## src/sv/bbpd_pkg.sv

```systemverilog
// shared constants and types for the blend palette builder
`default_nettype none
package bbpd_pkg;
   localparam int PAL_DEPTH = 1024;
   localparam int PAL_AW    = $clog2(PAL_DEPTH);
   localparam int CNT_W     = PAL_AW + 1;
   localparam int JC_W      = 9;
   localparam int IDX_W     = 8;
   localparam int PI_W      = 10;
   localparam int BC_W      = 11;
   localparam int NEXT_W    = (CNT_W > BC_W) ? CNT_W : BC_W;
   localparam int KEY_W     = 8 * IDX_W;
   localparam int CSR_AW    = 3;
   localparam int CSR_DW    = 32;
   localparam logic [CSR_AW-1:0] CSR_JOINT_COUNT = 3'd0;

   typedef logic [IDX_W-1:0] byte_type;

   // controller to datapath
   typedef struct packed {
      logic load;
      logic scan;
      logic finish;
   } cmd_type;

   // datapath to controller
   typedef struct packed {
      logic single;
      logic hit;
      logic scan_end;
   } sts_type;
endpackage
`default_nettype wire

```

## src/sv/bbpd_ctrl.sv

```systemverilog
// controller: accept, palette scan, result hand-off
`default_nettype none
module bbpd_ctrl (
   input  wire logic             clock,
   input  wire logic             reset,
   input  wire logic             req_valid,
   output logic                  req_stall,
   output logic                  rsp_valid,
   input  wire logic             rsp_stall,
   output bbpd_pkg::cmd_type     cmd,
   input  wire bbpd_pkg::sts_type sts
);
   import bbpd_pkg::*;

   localparam logic [1:0] ST_IDLE = 2'd0;
   localparam logic [1:0] ST_SCAN = 2'd1;
   localparam logic [1:0] ST_OUT  = 2'd2;

   logic [1:0] state_ff, state_in;

   // next state and commands
   always_comb begin
      state_in   = state_ff;
      cmd        = '0;
      req_stall  = 1'b1;
      rsp_valid  = 1'b0;
      unique case (state_ff)
         ST_IDLE: begin
            req_stall = 1'b0;
            if (req_valid) begin
               cmd.load = 1'b1;
               state_in = ST_SCAN;
            end
         end
         ST_SCAN: begin
            cmd.scan = 1'b1;
            if (sts.single || sts.hit || sts.scan_end) begin
               cmd.finish = 1'b1;
               state_in   = ST_OUT;
            end
         end
         ST_OUT: begin
            rsp_valid = 1'b1;
            if (!rsp_stall) begin
               state_in = ST_IDLE;
            end
         end
         default: begin
            state_in = ST_IDLE;
         end
      endcase
   end

   always_ff @(posedge clock) begin
      if (reset) begin
         state_ff <= ST_IDLE;
      end else begin
         state_ff <= state_in;
      end
   end

   a_accept_scan: assert property (@(posedge clock) disable iff (reset)
      (req_valid && !req_stall) |=> state_ff == ST_SCAN)
      else $error("accepted transfer did not start a scan");
   a_finish_out: assert property (@(posedge clock) disable iff (reset)
      cmd.finish |=> rsp_valid)
      else $error("finished vertex not presented");
   a_hold_out: assert property (@(posedge clock) disable iff (reset)
      (rsp_valid && rsp_stall) |=> rsp_valid)
      else $error("stalled result dropped");
endmodule
`default_nettype wire

```

## config.mk

```make
export PLATFORM = sky130hd
export DESIGN_NAME = bbpd_ctrl
export DESIGN_NICKNAME = d
export VERILOG_FILES = /design/src/sv/bbpd_pkg.sv /design/src/sv/bbpd_ctrl.sv
export SDC_FILE = /design/constraint.sdc
export NUM_CORES = 1
export LEC_CHECK = 0
export BUFFER_PORTS_ARGS = -buffer_cell sky130_fd_sc_hd__clkbuf_2
export CORE_AREA = 2 2 39 41
export CTS_CLUSTER_SIZE = 20
export DETAILED_ROUTE_END_ITERATION = 8
export DIE_AREA = 0 0 41 43
export GPL_TIMING_DRIVEN = 0
export PLACE_DENSITY = 0.41
export REMOVE_ABC_BUFFERS = 1
export SYNTH_ARGS = -nofsm -noshare
export SYNTH_HDL_FRONTEND = slang
export SYNTH_SLANG_ARGS = --single-unit
export TNS_END_PERCENT = 20
```

## constraint.sdc

```tcl
create_clock -name clock -period 0.93 [get_ports clock]
set_input_delay 0.279 -clock clock [delete_from_list [all_inputs] [get_ports clock]]
set_output_delay 0.279 -clock clock [all_outputs]
set_load 0.01 [all_outputs]
```

==> flow_summary.yaml, run 1 <==
outcome:
  run_status: "complete, but fails checks"
  violations: "negative setup slack"
timing:
  period_share_pct: 136
  layout_setup_ws_ns: -0.332
  worst_pin_slew_ns: 0.287
  slew_headroom_pct: 80.6
  fin_crit_ns: 1.26
  setup_viol: 5
  max_freq_ghz: 0.793
  setup-tns-final_ns: -1.32
  rsz0062_at_grt: "yes"
  worst_clock_skew_ns: 0.00112
  hold_slack_ns: 0.299
  hold_violations: 0
  drv_slew: 0
setup_path:
  path_cells: "or2_1, nor2_1, buf_2"
  critPathTopFamily: "flip-flops"
  cp_slowest_cell: "dfxtp_2"
  cp_max_fo: 5
  slowest_delay_ns: 0.32
  crit_type: "reg -> out"
  cp.arrival_ns: 0.98
  cp-start-kind: "flip-flop"
  end_kind: "primary output"
  worstPathBufferInverterCount: 1
  critPathRequiredTime_ns: 0.65
finish:
  syn2layout_area_growth_pct: 79.2
  reg.largest.list: "state_ff x2"
  drive_above_1_share_pct: 65.5
  final_area_sq_um: 226
  nNetsFinal: 38
  diodes: 0
  largest_reg_flops: 2
  regMostFlops: "state_ff"
die:
  ioPinCount: 12
  die-area_sq_um: 1760
  start_util_pct: 9.13
  coreArea_sq_um: 1380
  num_rows: 14
  die_x_um: 41
  die_h_um: 43
routing:
  top_layer_used: "met3"
  wl_met1_um: 197
  dr.pass1.iters: 2
  viasPerCell: 3.16
  dr_wl_met2_um: 90
  wire_per_inst_um: 8.04
  first_iter_violations: 1
  finalWirelength_um: 362
  drcViolationCount: 0
  routed-wl-met3_um: 73
  vias: 142
  detail-route-antenna-nets: 0
pwr:
  vdd_drop_max_mv: 0.450
  p_sw_share_pct: 23.5
  pwr_density_cell_nw_per_um2: 1570
  p_leak_nw: 0.120
  netSwitchingPower_w: 0.0000837
  clkPwrFrac_pct: 51.4
  power.internal_w: 0.000273
  power_frac_seq_pct: 28.3
  comb_power_share_pct: 20.3
synth:
  synthXorXnorAreaFrac_pct: 0
  postSynthCellCount: 15
  synth_mux_area_share_pct: 0
  synth.avg_cell_area_sq_um: 8.42
  yosys_warnings: 0
  synth_top_area_share_pct: 31.7
  ys_types: 12
  synth-simple-area-share_pct: 46.5
  synth_compound_area_share_pct: 12.9
  synth_top_family_by_area: "simple AND/OR/NAND/NOR gates"
  synth_adder_area_share_pct: 0
  synth_top_area_cell: "dfxtp_1"
  yosys-top-cells-area: "dfxtp_1 (32%), nand4bb_1 (8.9%), nor3_2 (7.9%)"
  syn_area_sq_um: 126
  synth_seq_cells: 2
  ys_seq_area_share_pct: 31.7
clock_tree:
  cts.htree.levels: 1
  clk-insertion-delay-late_ns: 0.22
  hold_buffers: 0
  post-cts-setup-buffer-count: 0
  clkSinkCount: 2
  clkTransAtPathRegs_ns: 0.03
  cts_tree: "yes"
  ctsLongestPathBuffers: 2
  post_cts_resize_count: 2
  cts.root.buffer_cell: "clkbuf_4"
  numCtsBuffers: 3
place:
  globalplace.congestion: 0.527
  place_area_sq_um: 201
  hpwlAfterDp_um: 295
  portBuffers: 11
worst_hold_path:
  min_path_type: "in -> reg"
global_route:
  grt_usage_pct: 4.81
  grt_max_degree: 6
  grt_overflow_total: 0
  grt_pass1_vias: 115
  grt_pass1_wl_um: 496
  grt_antenna_before_repair: 0
run:
  maxCapViolCount: 0
-- cell families after synthesis --
group / Yosys count
buffers and inverters: 3
AND/OR/NAND/NOR: 8
flip-flops: 2
AO/OA/AOI/OAI: 2
-- layer usage --
layer | global-route usage [%] | vias to the layer above
li1 | - | 81
met1 | 6.71 | 49
met2 | 3.44 | 12
met3 | 5.24 | 0
met4 | 4.00 | 0
met5 | 0 | -
-- per-stage QoR --
step | utilization, % | worst slack [ns] | power (W) | instances
4_1_cts | 16.4 | -0.362 | 0.000370 | 45
3_5_place_dp | 14.6 | -0.155 | 0.000174 | 42
3_3_place_gp | 14.6 | -0.149 | 0.000174 | 42
2_1_floorplan | - | -0.110 | 0.000137 | 15
6_report | 16.4 | -0.332 | 0.000356 | 45
5_1_grt | 16.4 | -0.407 | 0.000378 | 45
-- placed cells by master (no fill, tap or decap) --
cell	netlist	routed
inv_1	2	2
clkbuf_4	0	3
o31ai_1	1	1
inv_2	1	1
nor2b_1	1	1
dfxtp_2	0	2
nand2b_2	1	1
nor4b_1	1	1
nor2_1	2	2
buf_2	0	3
nand4bb_1	1	1
a31o_1	1	1
nor3_2	1	1
clkbuf_2	0	8
or2_1	1	1
-- cells in the mapped netlist --
library cell / instances
inv_2: 1
nor3_2: 1
nor2b_1: 1
inv_1: 2
or2_1: 1
o31ai_1: 1
nand4bb_1: 1
nor2_1: 2
nand2b_2: 1
dfxtp_1: 2
nor4b_1: 1
a31o_1: 1
-- final cells by class --
type / count / area [sq um]
Tap cell: 16 / 20.0
Sequential cell: 2 / 42.5
Clock buffer: 3 / 22.5
Timing Repair Buffer: 11 / 55.1
Fill cell: 156 / 1160
Inverter: 3 / 11.3
Multi-Input combinational cell: 10 / 75.1
-- worst register-to-register path, cell delays in order, from the launching register on --
cell,delay [ns]
dfxtp_2,0.32
nor4b_1,0.32
a31o_1,0.14
-- final timing paths --
kind / slack [ns] / endpoint / depth (start not counted) / from
setup / recovery: -0.33 / cmd[2] / 3 / state_ff[1]
hold / removal: 0.30 / state_ff[1] / 2 / reset
setup reg to reg: 0.08 / state_ff[0] / 2 / state_ff[1]
hold reg to reg: 0.52 / state_ff[1] / 2 / state_ff[1]
-- power groups by stage --
stage | sequential (W) | combinational (W) | clock (W)
3_3_place_gp | 0.000101 | 0.0000734 | 0
4_1_cts | 0.000101 | 0.0000737 | 0.000196
5_1_grt | 0.000103 | 0.0000800 | 0.000196
3_5_place_dp | 0.000101 | 0.0000732 | 0
2_1_floorplan | 0.0000988 | 0.0000382 | 0
6_report | 0.000101 | 0.0000724 | 0.000183
Note: power is estimated with default switching activity, not from simulation.
==> inputs of run 2 (changes only) <==
--- a/config.mk
+++ b/config.mk
@@ -5,13 +5,15 @@
 export SDC_FILE = /design/constraint.sdc
 export NUM_CORES = 1
 export LEC_CHECK = 0
+export ABC_AREA = 1
 export BUFFER_PORTS_ARGS = -buffer_cell sky130_fd_sc_hd__clkbuf_2
 export CORE_AREA = 2 2 39 41
 export CTS_CLUSTER_SIZE = 20
 export DETAILED_ROUTE_END_ITERATION = 8
 export DIE_AREA = 0 0 41 43
 export GPL_TIMING_DRIVEN = 0
-export PLACE_DENSITY = 0.41
+export MAX_ROUTING_LAYER = met4
+export PLACE_DENSITY = 0.4
 export REMOVE_ABC_BUFFERS = 1
 export SYNTH_ARGS = -nofsm -noshare
 export SYNTH_HDL_FRONTEND = slang
==> flow_summary.yaml, run 2 <==
finish:
  largest_reg_flops: 2
  layout_common_cells: "clkbuf_2 (8), buf_4 (6), inv_1 (5), nand2_1 (3), clkbuf_4 (3)"
  stdcell_count: 55
  fin_util_pct: 20.3
  regMostFlops: "state_ff"
  reg.largest.list: "state_ff x2"
  syn2layout_area_growth_pct: 147
  nNetsFinal: 48
  final_common_cell: "clkbuf_2"
  drive_above_1_share_pct: 69.2
  diodes: 0
timing:
  worst_clock_skew_ns: 0.000472
  drv_slew: 0
  hold_violations: 0
  fin_crit_ns: 1.21
  worst_pin_slew_ns: 0.171
  layout_setup_ws_ns: -0.284
  slew_headroom_pct: 88.6
  hold_slack_ns: 0.220
  rsz0062_at_grt: "yes"
  setup_viol: 6
  period_share_pct: 131
  max_freq_ghz: 0.824
synth:
  synthTopCellsByCount: "inv_1 (6), nand2_1 (4), nor2_1 (3)"
  ys_seq_area_share_pct: 35.2
  synth.avg_cell_area_sq_um: 5.99
  synth_edf_count: 0
  async_flop_share_pct: 0
  synth_seq_cells: 2
  yosys_warnings: 0
  syn_area_sq_um: 114
  synth_top_flop_cell: "dfxtp_1"
  postSynthCellCount: 19
  ys_types: 8
  yosys-top-cells-area: "dfxtp_1 (35%), inv_1 (20%), nand2_1 (13%)"
  post-synth-top-count-cell: "inv_1"
  synth_top_area_share_pct: 35.2
  synth_top_area_cell: "dfxtp_1"
clock_tree:
  numCtsBuffers: 3
  cts.root.buffer_cell: "clkbuf_4"
  cts.htree.levels: 1
  clkSinkCount: 2
  ctsLongestPathBuffers: 2
  clkTransAtPathRegs_ns: 0.03
  cts_tree: "yes"
  hold_buffers: 0
  clk-insertion-delay-late_ns: 0.23
die:
  die_x_um: 41
  ioPinCount: 12
  start_util_pct: 8.23
  num_rows: 14
  die-area_sq_um: 1760
  coreArea_sq_um: 1380
  die_h_um: 43
place:
  hpwlAfterDp_um: 250
  portBuffers: 11
  dp_worst_setup_slack_ns: -0.160
  globalplace.congestion: 0.540
  dp_cells: 46
pwr:
  vdd_drop_max_mv: 0.247
  p_leak_nw: 0.161
  total_power_w: 0.000408
  pwr_density_cell_nw_per_um2: 1450
setup_path:
  slowest_delay_ns: 0.35
  path_cells: "inv_1, nor2_1, clkbuf_2"
  crit_type: "reg -> out"
  critPathTopFamily: "flip-flops"
  cp_slowest_cell: "dfxtp_2"
  cp-start-kind: "flip-flop"
  cp_max_fo: 3
  critPathRequiredTime_ns: 0.65
  end_kind: "primary output"
  cp.arrival_ns: 0.94
  worstPathBufferInverterCount: 2
routing:
  first_iter_violations: 0
  viasPerCell: 3.27
  vias: 180
  wire_per_inst_um: 6.64
  detail-route-antenna-nets: 0
  drcViolationCount: 0
  finalWirelength_um: 365
  dr.pass1.iters: 1
worst_hold_path:
  min_path_type: "in -> reg"
global_route:
  grt_max_degree: 4
  grt_overflow_total: 0
  grt_usage_pct: 5.95
  grt_antenna_before_repair: 0
  grt_pass1_wl_um: 545
  grt_pass1_vias: 164
outcome:
  run_status: "complete, but fails checks"
  violations: "negative setup slack"
run:
  maxCapViolCount: 0
-- run 2: final cells by class --
type	count	area, sq um
flip-flops and latches	2	42.5
clock buffers	3	22.5
inverters	6	22.5
fillers	161	1100
well taps	16	20.0
multi-input cells	11	61.3
repair buffers	17	113
-- run 2: stage by stage --
step | setup TNS [ns] | cell area [sq um]
3_3_place_gp | -0.256 | 189
4_1_cts | -1.68 | 250
6_report | -1.54 | 282
3_5_place_dp | -0.255 | 189
2_1_floorplan | -0.0720 | 114
5_1_grt | -1.93 | 282
-- run 2: power by group --
part / internal, W / switching, W
clock network: 0.000143 / 0.0000560
logic: 0.0000642 / 0.0000456
registers: 0.0000934 / 0.00000636
-- run 2: path summary, 6_finish.rpt --
| kind | to | slack [ns] | start | cells after the start |
|---|---|---|---|---|
| worst max-delay path | rsp_valid | -0.28 | state_ff[1] | 3 |
| worst min-delay path | state_ff[1] | 0.22 | reset | 2 |
| worst max register to register | state_ff[1] | -0.24 | state_ff[0] | 8 |
| worst min register to register | state_ff[1] | 0.56 | state_ff[0] | 3 |
-- run 2: cell families after synthesis --
family	Yosys count	share of synthesized area (%)
buf+inv	6	19.8
compound gates	2	12.1
simple gates	9	33.0
flops	2	35.2
-- run 2: routing by layer --
metal / up-vias / GRT usage [%] / wire (um)
li1: 94 / - / -
met1: 77 / 3.83 / 128
met2: 7 / 6.88 / 202
met3: 2 / 4.71 / 21
met4: 0 / 10.0 / 13
met5: - / - / 0
-- run 2: timing repair --
action	CTS	global route
pin swaps	2	4
setup endpoints to repair	5	6
gates cloned	0	0
setup buffers	5	1
gates resized for setup	2	9
==> inputs of run 3 (changes only) <==
--- a/config.mk
+++ b/config.mk
@@ -14,7 +14,9 @@
 export GPL_TIMING_DRIVEN = 0
 export MAX_ROUTING_LAYER = met4
 export PLACE_DENSITY = 0.4
+export RECOVER_POWER = 100
 export REMOVE_ABC_BUFFERS = 1
+export SLEW_MARGIN = 10
 export SYNTH_ARGS = -nofsm -noshare
 export SYNTH_HDL_FRONTEND = slang
 export SYNTH_SLANG_ARGS = --single-unit
==> constraint.sdc (replaced) <==
create_clock -name clock -period 1.5 [get_ports clock]
set_input_delay 0.45 -clock clock [delete_from_list [all_inputs] [get_ports clock]]
set_output_delay 0.45 -clock clock [all_outputs]
set_load 0.01 [all_outputs]
==> flow_summary.yaml, run 3 (synthesis results as in run 2) <==
clock_tree:
  cts.root.buffer_cell: "clkbuf_4"
  clk-insertion-delay-late_ns: 0.23
  numCtsBuffers: 3
  clkTransAtPathRegs_ns: 0.03
  hold_buffers: 0
  ctsLongestPathBuffers: 2
  cts_tree: "yes"
  cts.htree.levels: 1
  clkSinkCount: 2
routing:
  wire_per_inst_um: 6.59
  vias: 150
  dr.pass1.iters: 1
  finalWirelength_um: 323
  viasPerCell: 3.06
  first_iter_violations: 0
  detail-route-antenna-nets: 0
  drcViolationCount: 0
die:
  start_util_pct: 8.23
  die_x_um: 41
  num_rows: 14
  die_h_um: 43
  coreArea_sq_um: 1380
  die-area_sq_um: 1760
  ioPinCount: 12
finish:
  diodes: 0
  largest_reg_flops: 2
  fin_util_pct: 15.5
  nNetsFinal: 42
  syn2layout_area_growth_pct: 87.9
  drive_above_1_share_pct: 45.5
  reg.largest.list: "state_ff x2"
  n_fill_cell: 172
  final_common_cell: "clkbuf_2"
  layout_common_cells: "clkbuf_2 (9), inv_1 (6), nor2_1 (3), nand2_1 (3), clkbuf_4 (3)"
  regMostFlops: "state_ff"
pwr:
  p_leak_nw: 0.122
  power_frac_seq_pct: 27.1
  vdd_drop_max_mv: 0.136
  pwr_density_cell_nw_per_um2: 1050
  clkPwrFrac_pct: 54.3
  total_power_w: 0.000224
  netSwitchingPower_w: 0.0000591
  p_sw_share_pct: 26.4
  comb_power_share_pct: 18.6
  power.internal_w: 0.000165
setup_path:
  crit_path_end: "cmd[2]"
  cp.arrival_ns: 0.96
  reg2reg_from: "state_ff[1]"
  cp-start-kind: "flip-flop"
  cp_max_fo: 3
  r2r-end: "state_ff[1]"
  end_kind: "primary output"
  r2r_setup_slack_ns: 0.65
  critPathRequiredTime_ns: 1.05
  cp-startpoint: "state_ff[1]"
  ff2ff_path_depth: 4
  crit_type: "reg -> out"
timing:
  hold_violations: 0
  worst_clock_skew_ns: 0.000681
  max_freq_ghz: 0.709
  rsz0062_at_grt: "yes"
  worst_pin_slew_ns: 0.158
  period_share_pct: 94.1
  setup_viol: 0
  fin_crit_ns: 1.41
  drv_slew: 0
  layout_setup_ws_ns: 0.0890
  slew_headroom_pct: 89.4
place:
  dp_worst_setup_slack_ns: 0.0684
  hpwlAfterDp_um: 250
  globalplace.congestion: 0.540
  portBuffers: 11
global_route:
  grt_usage_pct: 5.34
  grt_antenna_before_repair: 0
  grt_pass1_wl_um: 469
  grt_overflow_total: 0
  grt_max_degree: 4
  grt_pass1_vias: 135
outcome:
  run_status: "completed"
run:
  maxCapViolCount: 0
worst_hold_path:
  min_path_type: "in -> reg"
  hold_start: "reset"
run 3: area by class of cell:
cell class | instances | area, sq um | share of cell area [%]
inverters | 6 | 22.5 | 10.5
clock buffers | 3 | 22.5 | 10.5
repair buffers | 11 | 52.6 | 24.6
well taps | 16 | 20.0 | 9.36
multi-input cells | 11 | 55.1 | 25.7
flip-flops and latches | 2 | 41.3 | 19.3
run 3: worst min-delay path by stage:
stage / cells past startpoint / slack (ns) / end
floorplan: 1 / 0.51 / state_ff[1]
global placement: 3 / 0.57 / state_ff[1]
detailed placement: 3 / 0.57 / state_ff[1]
CTS: 2 / 0.39 / state_ff[1]
global route: 2 / 0.38 / state_ff[0]
finish: 2 / 0.39 / state_ff[0]
run 3: per-stage QoR:
step           instances  cell area [sq um]  hold WS (ns)  setup TNS (ns)
2_1_floorplan         19                114         0.512               0
3_3_place_gp          46                189         0.574               0
3_5_place_dp          46                189         0.567               0
4_1_cts               49                211         0.387               0
5_1_grt               49                214         0.382         -0.0359
6_report              49                214         0.391               0
run 3: timing repair:
item | in CTS | in global routing
setup endpoints to repair | 0 | 2
buffers inserted | 0 | 0
gates resized for setup | 0 | 3
run 3: power by group through the flow:
stage               Combinational [W]  Clock (W)  Sequential [W]
floorplan                   0.0000218          0       0.0000600
CTS                         0.0000420   0.000132       0.0000598
finish                      0.0000415   0.000121       0.0000607
detailed placement          0.0000418          0       0.0000605
global route                0.0000474   0.000135       0.0000614
global placement            0.0000417          0       0.0000607
run 3: worst max-delay path, cell delays in order, from the launching register on:
cell	delay (ns)
dfxtp_1	0.33
nor2_1	0.15
nand2_1	0.09
inv_1	0.05
clkbuf_2	0.12
run 3: metal layers:
layer,share of wire (%),track usage [%],wire length [um],vias to the layer above
met5,0,-,0,-
met4,0,10.0,0,0
met3,5.6,4.71,18,0
met2,54,5.00,174,5
met1,40,3.83,130,62
li1,-,-,-,83
